File: src/hdl/alu8f_pkg.sv
// Package for the 8-bit serial ALU: operation codes and the control struct
// passed from the sequencer to the datapath. No dependencies.
`timescale 1ns / 1ps
`default_nettype none
package alu8f_pkg;

	localparam int unsigned DataW = 8;
	localparam int unsigned CntW  = $clog2(DataW);
	localparam int unsigned SeedW = 16;

	localparam logic [3:0] CMD_ADD  = 4'd0;
	localparam logic [3:0] CMD_SUB  = 4'd1;
	localparam logic [3:0] CMD_DIV  = 4'd2;
	localparam logic [3:0] CMD_MOD  = 4'd3;
	localparam logic [3:0] CMD_MUL  = 4'd4;
	localparam logic [3:0] CMD_INC  = 4'd5;
	localparam logic [3:0] CMD_DEC  = 4'd6;
	localparam logic [3:0] CMD_AND  = 4'd7;
	localparam logic [3:0] CMD_OR   = 4'd8;
	localparam logic [3:0] CMD_XOR  = 4'd9;
	localparam logic [3:0] CMD_NOT  = 4'd10;
	localparam logic [3:0] CMD_SHL  = 4'd11;
	localparam logic [3:0] CMD_SHR  = 4'd12;
	localparam logic [3:0] CMD_RAND = 4'd13;

	localparam logic [DataW-1:0] BYTE_ONE = 8'h01;
	localparam logic [SeedW-1:0] SEED_ONE = 16'h0001;

	typedef struct packed {
		logic load;   // capture a new beat
		logic step;   // one bit step
		logic fin;    // form result and flags
	} ctrl_t;

endpackage
`default_nettype wire

File: src/hdl/alu8f_lfsr.sv
// 16-bit Fibonacci LFSR (taps 16,14,13,11) for the rand operation.
// Loaded from the seed write port; depends on alu8f_pkg.
`timescale 1ns / 1ps
`default_nettype none
module alu8f_lfsr (
	input  wire logic                        clk,
	input  wire logic                        arst_n,
	input  wire logic                        seed_we,
	input  wire logic [alu8f_pkg::SeedW-1:0] seed,
	input  wire logic                        advance,
	output logic      [alu8f_pkg::DataW-1:0] rand_byte
);
	import alu8f_pkg::*;

	logic [SeedW-1:0] state_q;
	logic [SeedW-1:0] state_nxt;
	logic             fb;

	assign fb        = state_q[0] ^ state_q[2] ^ state_q[3] ^ state_q[5];
	assign state_nxt = {fb, state_q[SeedW-1:1]};
	assign rand_byte = state_nxt[DataW-1:0];

	always_ff @(posedge clk or negedge arst_n) begin
		if (!arst_n) begin
			state_q <= SEED_ONE;
		end else if (seed_we) begin
			state_q <= (seed == '0) ? SEED_ONE : seed;
		end else if (advance) begin
			state_q <= state_nxt;
		end
	end

endmodule
`default_nettype wire

File: src/hdl/alu8f_seq.sv
// Sequencer: accepts a beat, runs eight bit steps, then a finish state.
// Depends on alu8f_pkg.
`timescale 1ns / 1ps
`default_nettype none
module alu8f_seq (
	input  wire logic            clk,
	input  wire logic            arst_n,
	input  wire logic            start,
	output logic                 busy,
	output alu8f_pkg::ctrl_t     ctrl
);
	import alu8f_pkg::*;

	typedef enum logic [2:0] {
		ST_IDLE = 3'b001,
		ST_RUN  = 3'b010,
		ST_FIN  = 3'b100
	} state_t;

	state_t          state_q;
	logic [CntW-1:0] cnt_q;

	assign busy      = (state_q != ST_IDLE);
	assign ctrl.load = start && !busy;
	assign ctrl.step = (state_q == ST_RUN);
	assign ctrl.fin  = (state_q == ST_FIN);

	always_ff @(posedge clk or negedge arst_n) begin
		if (!arst_n) begin
			state_q <= ST_IDLE;
			cnt_q   <= '0;
		end else begin
			unique case (state_q)
				ST_IDLE: begin
					if (start) begin
						state_q <= ST_RUN;
						cnt_q   <= '0;
					end
				end
				ST_RUN: begin
					cnt_q <= cnt_q + 1'b1;
					if (cnt_q == CntW'(DataW - 1)) begin
						state_q <= ST_FIN;
					end
				end
				ST_FIN: begin
					state_q <= ST_IDLE;
				end
				default: begin
					state_q <= ST_IDLE;
				end
			endcase
		end
	end

endmodule
`default_nettype wire

File: src/hdl/alu8f_dp.sv
// Bit-serial datapath: serial adder, shift-add multiply, restoring divide,
// per-bit logic, and the output registers. Depends on alu8f_pkg.
`timescale 1ns / 1ps
`default_nettype none
module alu8f_dp (
	input  wire logic                        clk,
	input  wire logic                        arst_n,
	input  wire alu8f_pkg::ctrl_t            ctrl,
	input  wire logic [3:0]                  cmd,
	input  wire logic [alu8f_pkg::DataW-1:0] operand_a,
	input  wire logic [alu8f_pkg::DataW-1:0] operand_b,
	input  wire logic [alu8f_pkg::DataW-1:0] rand_byte,
	output logic                             result_valid,
	output logic      [alu8f_pkg::DataW-1:0] result_byte,
	output logic                             zero_flag,
	output logic                             carry_flag,
	output logic                             sign_flag,
	output logic                             overflow_flag
);
	import alu8f_pkg::*;

	logic [3:0]       cmd_q;
	logic [DataW-1:0] a_q;
	logic [DataW-1:0] b_q;
	logic [DataW-1:0] res_q;
	logic [DataW-1:0] acc_q;
	logic             cy_q;
	logic             c7_q;

	logic             bb;
	logic             sbit;
	logic             cout;
	logic [DataW:0]   msum;
	logic [DataW:0]   rem;
	logic             qbit;
	logic             lbit;
	logic [DataW-1:0] fres;
	logic             fcy;
	logic             fov;

	// serial add, sub through inverted b
	assign bb   = b_q[0] ^ ((cmd_q == CMD_SUB) || (cmd_q == CMD_DEC));
	assign sbit = a_q[0] ^ bb ^ cy_q;
	assign cout = (a_q[0] & bb) | (a_q[0] & cy_q) | (bb & cy_q);

	// multiply: add b into high byte, shift product right
	assign msum = {1'b0, acc_q} + (a_q[0] ? {1'b0, b_q} : '0);

	// restoring divide step
	assign rem  = {acc_q, a_q[DataW-1]};
	assign qbit = (rem >= {1'b0, b_q});

	always_comb begin
		unique case (cmd_q)
			CMD_AND:  lbit = a_q[0] & b_q[0];
			CMD_OR:   lbit = a_q[0] | b_q[0];
			CMD_XOR:  lbit = a_q[0] ^ b_q[0];
			CMD_NOT:  lbit = ~a_q[0];
			CMD_SHR:  lbit = a_q[1];
			CMD_RAND: lbit = a_q[0];
			default:  lbit = 1'b0;
		endcase
	end

	always_ff @(posedge clk) begin
		if (ctrl.load) begin
			cmd_q <= cmd;
			acc_q <= '0;
			res_q <= '0;
			c7_q  <= 1'b0;
			a_q   <= (cmd == CMD_RAND) ? rand_byte : operand_a;
			unique case (cmd)
				CMD_INC, CMD_DEC: b_q <= BYTE_ONE;
				CMD_SHL:          b_q <= operand_a;
				default:          b_q <= operand_b;
			endcase
			unique case (cmd)
				CMD_SUB, CMD_DEC: cy_q <= 1'b1;
				CMD_SHR:          cy_q <= operand_a[0];
				default:          cy_q <= 1'b0;
			endcase
		end else if (ctrl.step) begin
			unique case (cmd_q)
				CMD_ADD, CMD_SUB, CMD_INC, CMD_DEC, CMD_SHL: begin
					a_q   <= a_q >> 1;
					b_q   <= b_q >> 1;
					res_q <= {sbit, res_q[DataW-1:1]};
					cy_q  <= cout;
					c7_q  <= cy_q;
				end
				CMD_MUL: begin
					a_q   <= a_q >> 1;
					acc_q <= msum[DataW:1];
					res_q <= {msum[0], res_q[DataW-1:1]};
				end
				CMD_DIV, CMD_MOD: begin
					a_q   <= a_q << 1;
					acc_q <= qbit ? DataW'(rem - {1'b0, b_q}) : rem[DataW-1:0];
					res_q <= {res_q[DataW-2:0], qbit};
				end
				default: begin
					a_q   <= a_q >> 1;
					b_q   <= b_q >> 1;
					res_q <= {lbit, res_q[DataW-1:1]};
				end
			endcase
		end
	end

	always_comb begin
		fres = res_q;
		fcy  = 1'b0;
		fov  = 1'b0;
		unique case (cmd_q)
			CMD_ADD: begin
				fcy = cy_q;
				fov = cy_q ^ c7_q;
			end
			CMD_SUB: begin
				fcy = ~cy_q;
				fov = cy_q ^ c7_q;
			end
			CMD_INC, CMD_SHL, CMD_SHR: fcy = cy_q;
			CMD_DEC:                   fcy = ~cy_q;
			CMD_MUL:                   fcy = |acc_q;
			CMD_DIV:                   fres = (b_q == '0) ? '0 : res_q;
			CMD_MOD:                   fres = (b_q == '0) ? '0 : acc_q;
			default: begin
			end
		endcase
	end

	always_ff @(posedge clk) begin
		if (ctrl.fin) begin
			result_byte   <= fres;
			zero_flag     <= (fres == '0);
			carry_flag    <= fcy;
			sign_flag     <= fres[DataW-1];
			overflow_flag <= fov;
		end
	end

	always_ff @(posedge clk or negedge arst_n) begin
		if (!arst_n) begin
			result_valid <= 1'b0;
		end else begin
			result_valid <= ctrl.fin;
		end
	end

endmodule
`default_nettype wire

File: src/hdl/alu_8bit_with_flags.sv
// 8-bit ALU with flags, bit-serial: one bit per cycle through shift registers.
// Steps: the accept edge, eight bit steps and a finish state, then a
// one-cycle result_valid strobe. A new beat is taken only when idle, after
// the last beat's finish state. The receiver cannot stall. Async reset
// clears the sequencer and strobe and loads the random generator with seed 1.
`timescale 1ns / 1ps
`default_nettype none
module alu_8bit_with_flags (
	input  wire logic                        clk,
	input  wire logic                        arst_n,
	input  wire logic                        start,
	output logic                             busy,
	input  wire logic [3:0]                  cmd,
	input  wire logic [alu8f_pkg::DataW-1:0] operand_a,
	input  wire logic [alu8f_pkg::DataW-1:0] operand_b,
	input  wire logic                        cfg_valid,
	output logic                             cfg_ready,
	input  wire logic [alu8f_pkg::SeedW-1:0] cfg_data,
	output logic                             result_valid,
	output logic      [alu8f_pkg::DataW-1:0] result_byte,
	output logic                             zero_flag,
	output logic                             carry_flag,
	output logic                             sign_flag,
	output logic                             overflow_flag
);
	import alu8f_pkg::*;

	ctrl_t            ctrl;
	logic [DataW-1:0] rand_byte;

	assign cfg_ready = 1'b1;

	alu8f_seq u_seq (
		.clk    (clk),
		.arst_n (arst_n),
		.start  (start),
		.busy   (busy),
		.ctrl   (ctrl)
	);

	alu8f_lfsr u_lfsr (
		.clk       (clk),
		.arst_n    (arst_n),
		.seed_we   (cfg_valid && cfg_ready),
		.seed      (cfg_data),
		.advance   (ctrl.load && (cmd == CMD_RAND)),
		.rand_byte (rand_byte)
	);

	alu8f_dp u_dp (
		.clk           (clk),
		.arst_n        (arst_n),
		.ctrl          (ctrl),
		.cmd           (cmd),
		.operand_a     (operand_a),
		.operand_b     (operand_b),
		.rand_byte     (rand_byte),
		.result_valid  (result_valid),
		.result_byte   (result_byte),
		.zero_flag     (zero_flag),
		.carry_flag    (carry_flag),
		.sign_flag     (sign_flag),
		.overflow_flag (overflow_flag)
	);

endmodule
`default_nettype wire

File: config.mk
export PLATFORM = sky130hd
export DESIGN_NAME = alu_8bit_with_flags
export DESIGN_NICKNAME = d
export VERILOG_FILES = /design/src/hdl/alu8f_pkg.sv /design/src/hdl/alu8f_lfsr.sv /design/src/hdl/alu8f_seq.sv /design/src/hdl/alu8f_dp.sv /design/src/hdl/alu_8bit_with_flags.sv
export SDC_FILE = /design/constraint.sdc
export NUM_CORES = 1
export LEC_CHECK = 0
export BUFFER_PORTS_ARGS = -buffer_cell sky130_fd_sc_hd__buf_2
export CAP_MARGIN = 20
export CORE_MARGIN = 1.5
export CORE_UTILIZATION = 45
export CTS_BUF_LIST = sky130_fd_sc_hd__clkbuf_2 sky130_fd_sc_hd__clkbuf_4 sky130_fd_sc_hd__clkbuf_8
export CTS_CLUSTER_SIZE = 8
export DETAILED_ROUTE_END_ITERATION = 16
export SLEW_MARGIN = 20
export SYNTH_ARGS = -nofsm -noshare
export SYNTH_HDL_FRONTEND = slang
export SYNTH_HIERARCHICAL = 1
export SYNTH_SLANG_ARGS = --single-unit
File: constraint.sdc
create_clock -name clk -period 2.86 [get_ports clk]
set_clock_uncertainty 0.1 [all_clocks]
set_input_delay 0.286 -clock clk [delete_from_list [all_inputs] [get_ports clk]]
set_output_delay 0.286 -clock clk [all_outputs]
set_load 0.01 [all_outputs]
==> results of run 1 <==
==> cell type report <==
| cell class | instances | share of cell area |
|---|---|---|
| Inverter | 26 | 0.0189 |
| Multi-Input combinational cell | 389 | 0.480 |
| Clock inverter | 6 | 0.0121 |
| Sequential cell | 72 | 0.350 |
| Clock buffer | 10 | 0.0257 |
| Timing Repair Buffer | 75 | 0.0807 |
| Tap cell | 136 | 0.0317 |
==> where the power goes <==
group / switching, mW / internal (mW) / total (mW) / leakage [nW]
clock network: 0.405 / 0.431 / 0.836 / 0.108
logic: 1.20 / 0.888 / 2.08 / 1.40
registers: 0.269 / 1.45 / 1.72 / 0.722
total: 1.87 / 2.76 / 4.64 / 2.23
==> final timing paths <==
path | endpoint | depth (start not counted)
worst min-delay path | u_lfsr/state_q[0] | 3
min in group asynchronous | u_lfsr/state_q[10] | 2
max in group asynchronous | u_seq/state_q[0] | 2
worst max-delay path | u_dp/acc_q[7] | 9
worst min register to register | u_dp/res_q[1] | 2
worst max register to register | u_dp/acc_q[7] | 9
==> critical path, delay by kind of cell (launching register included) <==
kind                     cells  cell delay, ns
AO/OA/AOI/OAI                4            0.91
adder cells (fa/ha/maj)      3            0.88
flip-flops                   1            0.47
AND/OR/NAND/NOR              2            0.20
==> cells by family (layout without fill, tap and decap cells) <==
| group | count (synthesis) | count (layout) | synth area share |
|---|---|---|---|
| buffers and inverters | 66 | 117 | 0.0681 |
| muxes | 28 | 28 | 0.0592 |
| DFF | 72 | 72 | 0.393 |
| AOI/OAI and AO/OA | 134 | 134 | 0.186 |
| adders and majority gates | 23 | 23 | 0.0649 |
| other | 1 | 1 | 0.000785 |
| and+or+nand+nor | 193 | 193 | 0.210 |
| xor gates and xnor gates | 10 | 10 | 0.0183 |
==> registers in the layout, indices dropped and copies added (netlist names) <==
register / cells
u_dp/cmd_q: 4
u_dp/acc_q: 8
u_dp/result_valid: 1
u_dp/a_q: 8
u_dp/zero_flag: 1
u_dp/result_byte: 8
u_dp/res_q: 8
u_seq/state_q: 3
u_lfsr/state_q: 16
u_dp/carry_flag: 1
u_seq/cnt_q: 3
u_dp/cy_q: 1
u_dp/c7_q: 1
u_dp/b_q: 8
u_dp/overflow_flag: 1
==> routing by layer <==
metal  vias to the layer above  track usage  wire (um)
met2                       139        0.334       5140
met1                      1955        0.301       5410
met3                        19       0.0307        625
met4                         0       0.0801        214
li1                       2006            -          -
met5                         -            0          0
==> cell usage in the layout (no fill, tap or decap), types with 10 or more instances in the layout <==
| cell | netlist | routed |
|---|---|---|
| nand2_1 | 70 | 70 |
| buf_2 | 6 | 53 |
| nor2_1 | 39 | 38 |
| edfxtp_1 | 32 | 32 |
| a21oi_1 | 28 | 28 |
| o21ai_0 | 28 | 28 |
| mux2i_1 | 26 | 26 |
| inv_1 | 25 | 25 |
| buf_4 | 12 | 21 |
| dfrtp_1 | 21 | 21 |
| ha_1 | 20 | 20 |
| nand3_1 | 17 | 17 |
| dfxtp_1 | 17 | 17 |
| clkbuf_8 | 0 | 10 |
| a31oi_1 | 10 | 10 |
==> stage by stage <==
| stage | hold WS [ns] | cell area, sq um | utilization | setup WS [ns] | total power [mW] |
|---|---|---|---|---|---|
| floorplan | -0.110 | 4780 | - | 0.437 | 3.20 |
| global placement | 0.191 | 5150 | 0.498 | 0.276 | 3.74 |
| detailed placement | 0.191 | 5150 | 0.498 | 0.243 | 3.78 |
| CTS | 0.0423 | 5360 | 0.519 | 0.214 | 4.64 |
| global route | 0.0511 | 5360 | 0.519 | 0.0425 | 5.01 |
| finish | 0.0626 | 5360 | 0.519 | 0.183 | 4.64 |
==> repair_timing <==
item / 4_1_cts / 5_1_grt
gates resized for setup: 0 / 1
endpoints found under the setup margin: 0 / 1
endpoints found under the hold margin: 21 / 0
hold buffers: 1 / 0
==> summary.md, run 1 <==
| Metric | Value |
|---|---|
| Hold Crit Start | cfg_data[0] |
| Period minus WS final | 2.68 ns |
| Reg-to-reg critical path startpoint | u_dp/a_q[0] |
| Via count | 4119 |
| Final setup fails | 0 |
| Slowest stage cell, crit path | edfxtp_1 |
| Rel. slew slack | 0.599 |
| # diodes | 0 |
| Chip Height | 106 um |
| TritonCTS clock tree | yes |
| Fmax | 374 MHz |
| Cells after Synth | 527 |
| Yosys warning total | 6 |
| Crit path cell chain | ha_1 > ha_1 > fa_1 > nand2_1 > a21oi_1 > o31ai_1 > nor2_1 > a2111oi_0 > o31ai_1 |
| Status | complete, no violations |
| Req. time, crit path | 2.98 ns |
| Die W | 106 um |
| Commonest cells in the netlist | 70 x nand2_1, 39 x nor2_1, 32 x edfxtp_1 |
| Syn Nets | 590 |
| Layout area overhead | 12.2% |
| Setup TNS | 0 ns |
| Drt first pass iters | 5 |
| Sequential cell area | 1880 sq um |
| IO Port Bufs | 53 |
| Drt drc | 0 |
| P_leak | 2.23 nW |
| Global-route wire length before repair | 19100 um |
| Vias in the first global route | 3839 |
| Tightest Pin Transition | 0.598 ns |
| CP startpoint | u_dp/a_q[0] |
| Synthesized area | 4780 sq um |
| Max-slew violations | 0 |
| Core area | 10300 sq um |
| Endpoint type of the worst setup path | flip-flop |
| PwrDens | 864 nW/um^2 |
| Area leader, netlist | edfxtp_1 |
| Worst-path maximum fanout | 4 |
| Routability Congestion | 0.927 |
| # placed instances | 697 |
| CP Class | reg -> reg |
| R2R Setup Slk | 0.18 ns |
| Synth top area cells | edfxtp_1 20%, dfrtp_1 11%, dfxtp_1 7.1% |
| Filler instances | 968 |
| Clk buf depth | 2 |
| Detailed Route WL | 11400 um |
| Synth Flop Type | edfxtp_1 |
| Root Buffer | clkbuf_8 |
| WL/cell | 16.0 um |
| CTS Buf Count | 9 |
| Max Cap Violations | 0 |
| Area occupied by multi-input gates | 2580 sq um |
| Tot GR Track Use | 0.214 |
| Total grt overflow | 0 |
| RSZ-0062 raised after global routing | no |
| Antenna violations before repair | 0 |
| Number of synthesized flops with an enable pin | 32 |
| Yosys reg bits | 72 |
| Vias/cell | 5.77 |
| Post-synthesis async set-or-reset flop share | 0.319 |
| Netlist cell types | 67 |
| Initial Utilization | 0.463 |
| Routed Antenna Nets | 0 |
| CP peak stage delay | 0.47 ns |
| HP Class | in -> reg |
| Worst Setup Start Kind | flip-flop |
| Sequential cell area fraction in the yosys report | 0.393 |
| Area fraction of the dominant cell type after synthesis | 0.201 |
| Clock insertion delay at the later pin of the skew report | 0.35 ns |
| Post-DP HPWL | 8620 um |
| CP arrival | 2.79 ns |
| Die area | 11200 sq um |
| Htree depth | 3 |
| Setup Buffers After CTS | 0 |
| Max VDD drop | 307 uV |
| Post-Syn Area per Cell | 9.07 sq um |
| Cell with the most instances after synthesis | nand2_1 |
| Period utilization | 0.936 |
| Rows | 37 |
| Hold Fails Final Rpt | 0 |
| Initial DRC Count | 173 |
| Share of cells above drive strength 1 | 0.199 |
| Clk sinks | 72 |
| Clk pin slew, worst setup/hold paths | 0.08 ns |
| Final cell count without fillers | 714 |
| Number of I/O pins | 55 |
| Largest net degree at the start of global routing | 34 |
| Final #Nets | 636 |
Power figures use the tool's default switching activity.
==> run 2: changes to the inputs <==
--- a/config.mk
+++ b/config.mk
@@ -12,6 +12,7 @@
 export CTS_BUF_LIST = sky130_fd_sc_hd__clkbuf_2 sky130_fd_sc_hd__clkbuf_4 sky130_fd_sc_hd__clkbuf_8
 export CTS_CLUSTER_SIZE = 8
 export DETAILED_ROUTE_END_ITERATION = 16
+export RECOVER_POWER = 50
 export SLEW_MARGIN = 20
 export SYNTH_ARGS = -nofsm -noshare
 export SYNTH_HDL_FRONTEND = slang
==> summary.md, run 2 (synthesized netlist as in run 1, its figures left out) <==
| Metric | Value |
|---|---|
| Final setup margin | 0.169 ns (-0.0137 ns) |
| Clock insertion delay at the later pin of the skew report | 0.35 ns (about the same) |
| Critical path depth in cells | 9 (unchanged) |
| # placed instances | 697 (unchanged) |
| Slowest stage cell, crit path | edfxtp_1 |
| Total grt overflow | 0 (unchanged) |
| Htree depth | 3 (unchanged) |
| Worst Setup Start Kind | flip-flop |
| Drt drc | 0 (unchanged) |
| Endpoint type of the worst setup path | flip-flop |
| Sw Pwr | 1.87 mW (about the same) |
| CP peak stage delay | 0.47 ns (about the same) |
| Max reg flops | 16 (unchanged) |
| Drt first pass iters | 5 (unchanged) |
| Share of cells above drive strength 1 | 0.157 (-0.0415) |
| HP Class | in -> reg |
| # diodes | 0 (unchanged) |
| Routability Congestion | 0.927 (unchanged) |
| Clock power share | 0.181 (about the same) |
| Final setup fails | 0 (unchanged) |
| Clk buf depth | 2 (unchanged) |
| Largest delay share family, worst path | compound AO/OA/AOI/OAI gates |
| Chip Height | 106 um (unchanged) |
| Worst-path maximum fanout | 4 (unchanged) |
| CP arrival | 2.81 ns (+0.02 ns) |
| Routed Antenna Nets | 0 (unchanged) |
| Core area | 10300 sq um (unchanged) |
| Post-DP HPWL | 8620 um (unchanged) |
| Max VDD drop | 306 uV (-0.15%) |
| CTS Buf Count | 9 (unchanged) |
| Largest net degree at the start of global routing | 34 (unchanged) |
| Via count | 4113 (-0.15%) |
| RSZ-0062 raised after global routing | no |
| Rel. slew slack | 0.169 (-0.430) |
| Initial Utilization | 0.463 (unchanged) |
| Global-route wire length before repair | 19100 um (unchanged) |
| Vias/cell | 5.76 (-0.15%) |
| Final cell count without fillers | 714 (unchanged) |
| Setup TNS | 0 ns (unchanged) |
| Reg power frac | 0.370 (about the same) |
| WL/cell | 16.0 um (about the same) |
| Number of I/O pins | 55 (unchanged) |
| Layout area overhead | 11.4% |
| Max Cap Violations | 0 (unchanged) |
| Period minus WS final | 2.69 ns (+0.0137 ns) |
| Detailed Route WL | 11400 um (about the same) |
| Clk sinks | 72 (unchanged) |
| Clk pin slew, worst setup/hold paths | 0.08 ns (about the same) |
| CP Class | reg -> reg |
| Post-Route Utilization | 0.516 (-0.00388) |
| Top reg by flops | u_lfsr/state_q |
| TritonCTS clock tree | yes |
| Overall power | 4.62 mW (-0.33%) |
| Filler instances | 987 (+2.0%) |
| Most common cell after layout, fill and taps aside | nand2_1 |
| Sw Share | 0.405 (+0.00168) |
| Initial DRC Count | 180 (+4.0%) |
| Die W | 106 um (unchanged) |
| Vias in the first global route | 3839 (unchanged) |
| Fmax | 372 MHz (-0.51%) |
| Hold WS | 0.0598 ns (-0.00273 ns) |
| Tightest Pin Transition | 1.25 ns (+0.649 ns) |
| Crit path cell chain | ha_1 > ha_1 > fa_1 > nand2_1 > a21oi_1 > o31ai_1 > nor2_1 > a2111oi_0 > o31ai_1 |
| Rows | 37 (unchanged) |
| Antenna violations before repair | 0 (unchanged) |
| Buffers & Inverters on Critical Path | 0 (unchanged) |
| Placed Instance Area | 5150 sq um (unchanged) |
| Max-slew violations | 0 (unchanged) |
| Post-route cell area | 5320 sq um (-0.75%) |
| Final #Nets | 636 (unchanged) |
| Worst hold path stage count | 3 (unchanged) |
| Comb power frac | 0.448 (-0.002) |
| Post-placement setup slack | 0.243 ns (unchanged) |
| P_leak | 2.17 nW (-2.7%) |
| Setup Buffers After CTS | 0 (unchanged) |
| Tot GR Track Use | 0.214 (unchanged) |
| Hold Fails Final Rpt | 0 (unchanged) |
| Reg2Reg Depth | 9 (unchanged) |
| Status | complete, no violations |
| IO Port Bufs | 53 (unchanged) |
| Root Buffer | clkbuf_8 |
| Period utilization | 0.941 (+0.00481) |
| Die area | 11200 sq um (unchanged) |
| Internal power | 2.75 mW (-0.61%) |
| Most frequent cells in the layout | 70 x nand2_1, 38 x nor2_1, 35 x buf_2, 32 x edfxtp_1 |
| Req. time, crit path | 2.98 ns (about the same) |
| PwrDens | 868 nW/um^2 (+0.42%) |
==> run 2: cell count changes in the layout (fill, tap and decap cells not counted), sizes merged <==
cell / change
buf: -22
clkbuf: +22
==> run 2: area by class of cell <==
class	instances	area, sq um	share of cell area
Clock buffer	10	138	0.0259
Tap cell	136	170	0.0320
Multi-Input combinational cell	389	2570	0.483
Clock inverter	6	65.1	0.0122
Timing Repair Buffer	75	398	0.0748
Inverter	26	101	0.0190
Sequential cell	72	1880	0.353
==> run 2: worst paths after layout <==
path                                from                 end  slack [ns]
hold / removal               cfg_data[0]   u_lfsr/state_q[0]        0.06
max in group asynchronous         arst_n    u_seq/state_q[2]        1.29
setup reg to reg             u_dp/a_q[0]       u_dp/acc_q[7]        0.17
setup / recovery             u_dp/a_q[0]       u_dp/acc_q[7]        0.17
min in group asynchronous         arst_n  u_lfsr/state_q[10]        0.62
hold reg to reg            u_dp/res_q[4]       u_dp/res_q[5]        0.42
==> run 2: power by group through the flow <==
stage | sequential, mW | combinational, mW | clock [mW]
4_1_cts | 1.71 | 2.06 | 0.868
5_1_grt | 1.75 | 2.33 | 0.908
6_report | 1.71 | 2.07 | 0.838
2_1_floorplan | 1.64 | 1.56 | 0
3_3_place_gp | 1.72 | 2.02 | 0
3_5_place_dp | 1.73 | 2.05 | 0
==> run 2: repair_timing <==
action | CTS | global route
gates resized for setup | 0 | 1
hold buffers | 1 | 0
endpoints found under the setup margin | 0 | 1
hold endpoints to repair | 21 | 0
==> run 2: worst min-delay path: cells and delay by family <==
family	cells	cell delay, ns
compound gates	1	0.06
buf+inv	2	0.16
==> run 2: layer usage <==
layer  vias up  part of all wire  track usage
met5         -                 0            0
met4         0             0.023       0.0801
met3        23             0.049       0.0307
met2       125              0.45        0.334
met1      1960              0.48        0.301
li1       2005                 -            -
==> run 3: changes to the inputs <==
--- a/config.mk
+++ b/config.mk
@@ -7,11 +7,13 @@
 export LEC_CHECK = 0
 export BUFFER_PORTS_ARGS = -buffer_cell sky130_fd_sc_hd__buf_2
 export CAP_MARGIN = 20
+export CORE_ASPECT_RATIO = 0.7
 export CORE_MARGIN = 1.5
-export CORE_UTILIZATION = 45
+export CORE_UTILIZATION = 35
 export CTS_BUF_LIST = sky130_fd_sc_hd__clkbuf_2 sky130_fd_sc_hd__clkbuf_4 sky130_fd_sc_hd__clkbuf_8
 export CTS_CLUSTER_SIZE = 8
 export DETAILED_ROUTE_END_ITERATION = 16
+export GPL_TIMING_DRIVEN = 0
 export RECOVER_POWER = 50
 export SLEW_MARGIN = 20
 export SYNTH_ARGS = -nofsm -noshare
==> summary.md, run 3 (synthesized netlist as in run 1, its figures left out) <==
| Metric | Value |
|---|---|
| Number of I/O pins | 55 (unchanged) |
| Period utilization | 0.934 (-0.00665) |
| Largest net degree at the start of global routing | 24 (-29%) |
| P_leak | 2.18 nW (+0.45%) |
| Antenna violations before repair | 0 (unchanged) |
| Max VDD drop | 278 uV (-9.1%) |
| CP Class | reg -> reg |
| Initial Utilization | 0.361 (-0.102) |
| Vias in the first global route | 3947 (+2.8%) |
| Endpoint type of the worst setup path | flip-flop |
| CP peak stage delay | 0.51 ns (+0.04 ns) |
| Drt drc | 0 (unchanged) |
| WL/cell | 16.0 um (+0.48%) |
| Chip Height | 101 um (-5.0%) |
| Setup TNS | 0 ns (unchanged) |
| Max-slew violations | 13 (+13) |
| Largest delay share family, worst path | buffers and inverters |
| Total grt overflow | 0 (unchanged) |
| Root Buffer | clkbuf_8 |
| CTS Buf Count | 9 (unchanged) |
| Routability Congestion | 0.869 (-6.2%) |
| Post-DP HPWL | 9610 um (+11%) |
| R2R Setup Slk | 0.19 ns (+0.02 ns) |
| Failing checks | max-capacitance violations, max-slew violations |
| Drt first pass iters | 5 (unchanged) |
| Fmax | 374 MHz (+0.71%) |
| Global-route wire length before repair | 20400 um (+6.9%) |
| Overall power | 4.62 mW (about the same) |
| Hold Fails Final Rpt | 0 (unchanged) |
| Status | complete, but fails checks |
| Rows | 35 (-5.4%) |
| Clk pin slew, worst setup/hold paths | 0.08 ns (about the same) |
| CP arrival | 2.57 ns (-0.24 ns) |
| IO Port Bufs | 53 (unchanged) |
| R2r endpoint | u_dp/b_q[2] |
| Buffers & Inverters on Critical Path | 4 (+4) |
| Layout area overhead | 14.3% |
| CP startpoint | u_seq/state_q[0] |
| Vias/cell | 5.38 (-6.6%) |
| Most common cell after layout, fill and taps aside | nand2_1 |
| Tightest Pin Transition | 1.52 ns (+0.271 ns) |
| Initial DRC Count | 379 (+110%) |
| # diodes | 0 (unchanged) |
| Setup Buffers After CTS | 0 (unchanged) |
| Slowest stage cell, crit path | dfstp_2 |
| Die area | 14400 sq um (+28%) |
| Clk sinks | 72 (unchanged) |
| Worst hold path stage count | 3 (unchanged) |
| Top reg by flops | u_lfsr/state_q |
| Core area | 13200 sq um (+28%) |
| Final #Nets | 654 (+2.8%) |
| Reg-to-reg critical path startpoint | u_seq/state_q[0] |
| PwrDens | 846 nW/um^2 (-2.5%) |
| Tot GR Track Use | 0.184 (-0.0301) |
| Die W | 143 um (+35%) |
| Req. time, crit path | 2.76 ns (-0.22 ns) |
| Worst-path maximum fanout | 10 (+6) |
| Max reg flops | 16 (unchanged) |
| TritonCTS clock tree | yes |
| Crit path cell chain | buf_2 > and4bb_2 > clkbuf_2 > inv_1 > clkbuf_1 > o21ai_2 |
| Clock insertion delay at the later pin of the skew report | 0.36 ns (about the same) |
| Most frequent cells in the layout | 70 x nand2_1, 40 x buf_2, 39 x nor2_1, 35 x clkbuf_1, 32 x edfxtp_1 |
| CP endpoint | u_dp/b_q[2] |
| Reg2Reg Depth | 6 (-3) |
| Worst Setup Start Kind | flip-flop |
| Period minus WS final | 2.67 ns (-0.0190 ns) |
| Clk buf depth | 2 (unchanged) |
| Hold WS | 0.0552 ns (-0.00464 ns) |
| Share of cells above drive strength 1 | 0.164 (+0.00699) |
| Max Cap Violations | 1 (+1) |
| Rel. slew slack | -0.0140 (-0.183) |
| Routed Antenna Nets | 0 (unchanged) |
| Detailed Route WL | 12500 um (+9.9%) |
| Via count | 4202 (+2.2%) |
| Htree depth | 3 (unchanged) |
| Critical path depth in cells | 6 (-3) |
| HP Class | in -> reg |
| Final setup fails | 0 (unchanged) |
| RSZ-0062 raised after global routing | no |
run 3: cell types whose count changed in the layout (fill, tap and decap cells not counted), moves of 2 or more:
| cell | change |
|---|---|
| buf_4 | -6 |
| inv_4 | -2 |
| buf_2 | +5 |
| clkinvlp_4 | +2 |
| or3b_1 | -2 |
| or3b_4 | +2 |
| clkbuf_1 | +15 |
run 3: stage by stage:
step	cells	utilization	worst slack, ns	instance area, sq um
final	781	0.413	0.188	5460
after global routing	781	0.413	0.00960	5460
after floorplan	527	-	0.437	4780
after CTS	782	0.415	0.127	5490
after global placement	765	0.399	-0.257	5280
after detailed placement	765	0.399	-0.234	5280
run 3: final cells by class:
type                    count  area (sq um)
flip-flops and latches     72          1880
repair buffers             54           253
plain buffers              39           225
clock buffers               9           124
fillers                  1331          7760
inverters                  26           101
well taps                 185           231
clock inverters             7          72.6
multi-input cells         389          2580
run 3: how the worst min path moves through the flow:
stage | start | end
2_1_floorplan | arst_n | u_dp/result_valid
3_3_place_gp | arst_n | u_lfsr/state_q[9]
3_5_place_dp | arst_n | u_lfsr/state_q[7]
4_1_cts | cfg_data[0] | u_lfsr/state_q[0]
5_1_grt | cfg_data[0] | u_lfsr/state_q[0]
6_report | cfg_data[0] | u_lfsr/state_q[0]
run 3: what timing repair did:
| action | 4_1_cts | 5_1_grt |
|---|---|---|
| hold endpoints to repair | 21 | 0 |
| resized for setup | 2 | 5 |
| hold buffers | 1 | 0 |
| setup endpoints to repair | 8 | 5 |
run 3: metal layers:
metal  track usage  wire length (um)  vias to the layer above
met3        0.0356               894                       15
met5             0                 0                        -
met1         0.281              6600                     1973
met4        0.0476               131                        0
met2         0.261              4890                      168
li1              -                 -                     2046
run 3: worst min-delay path: cells and delay by family:
kind,cells,cell delay (ns)
AO/OA/AOI/OAI,1,0.06
buffers and inverters,2,0.16
run 3: report_power, final:
part	switching, mW	total (mW)	internal (mW)
Clock	0.408	0.810	0.402
Sequential	0.280	1.73	1.45
Combinational	1.23	2.09	0.854
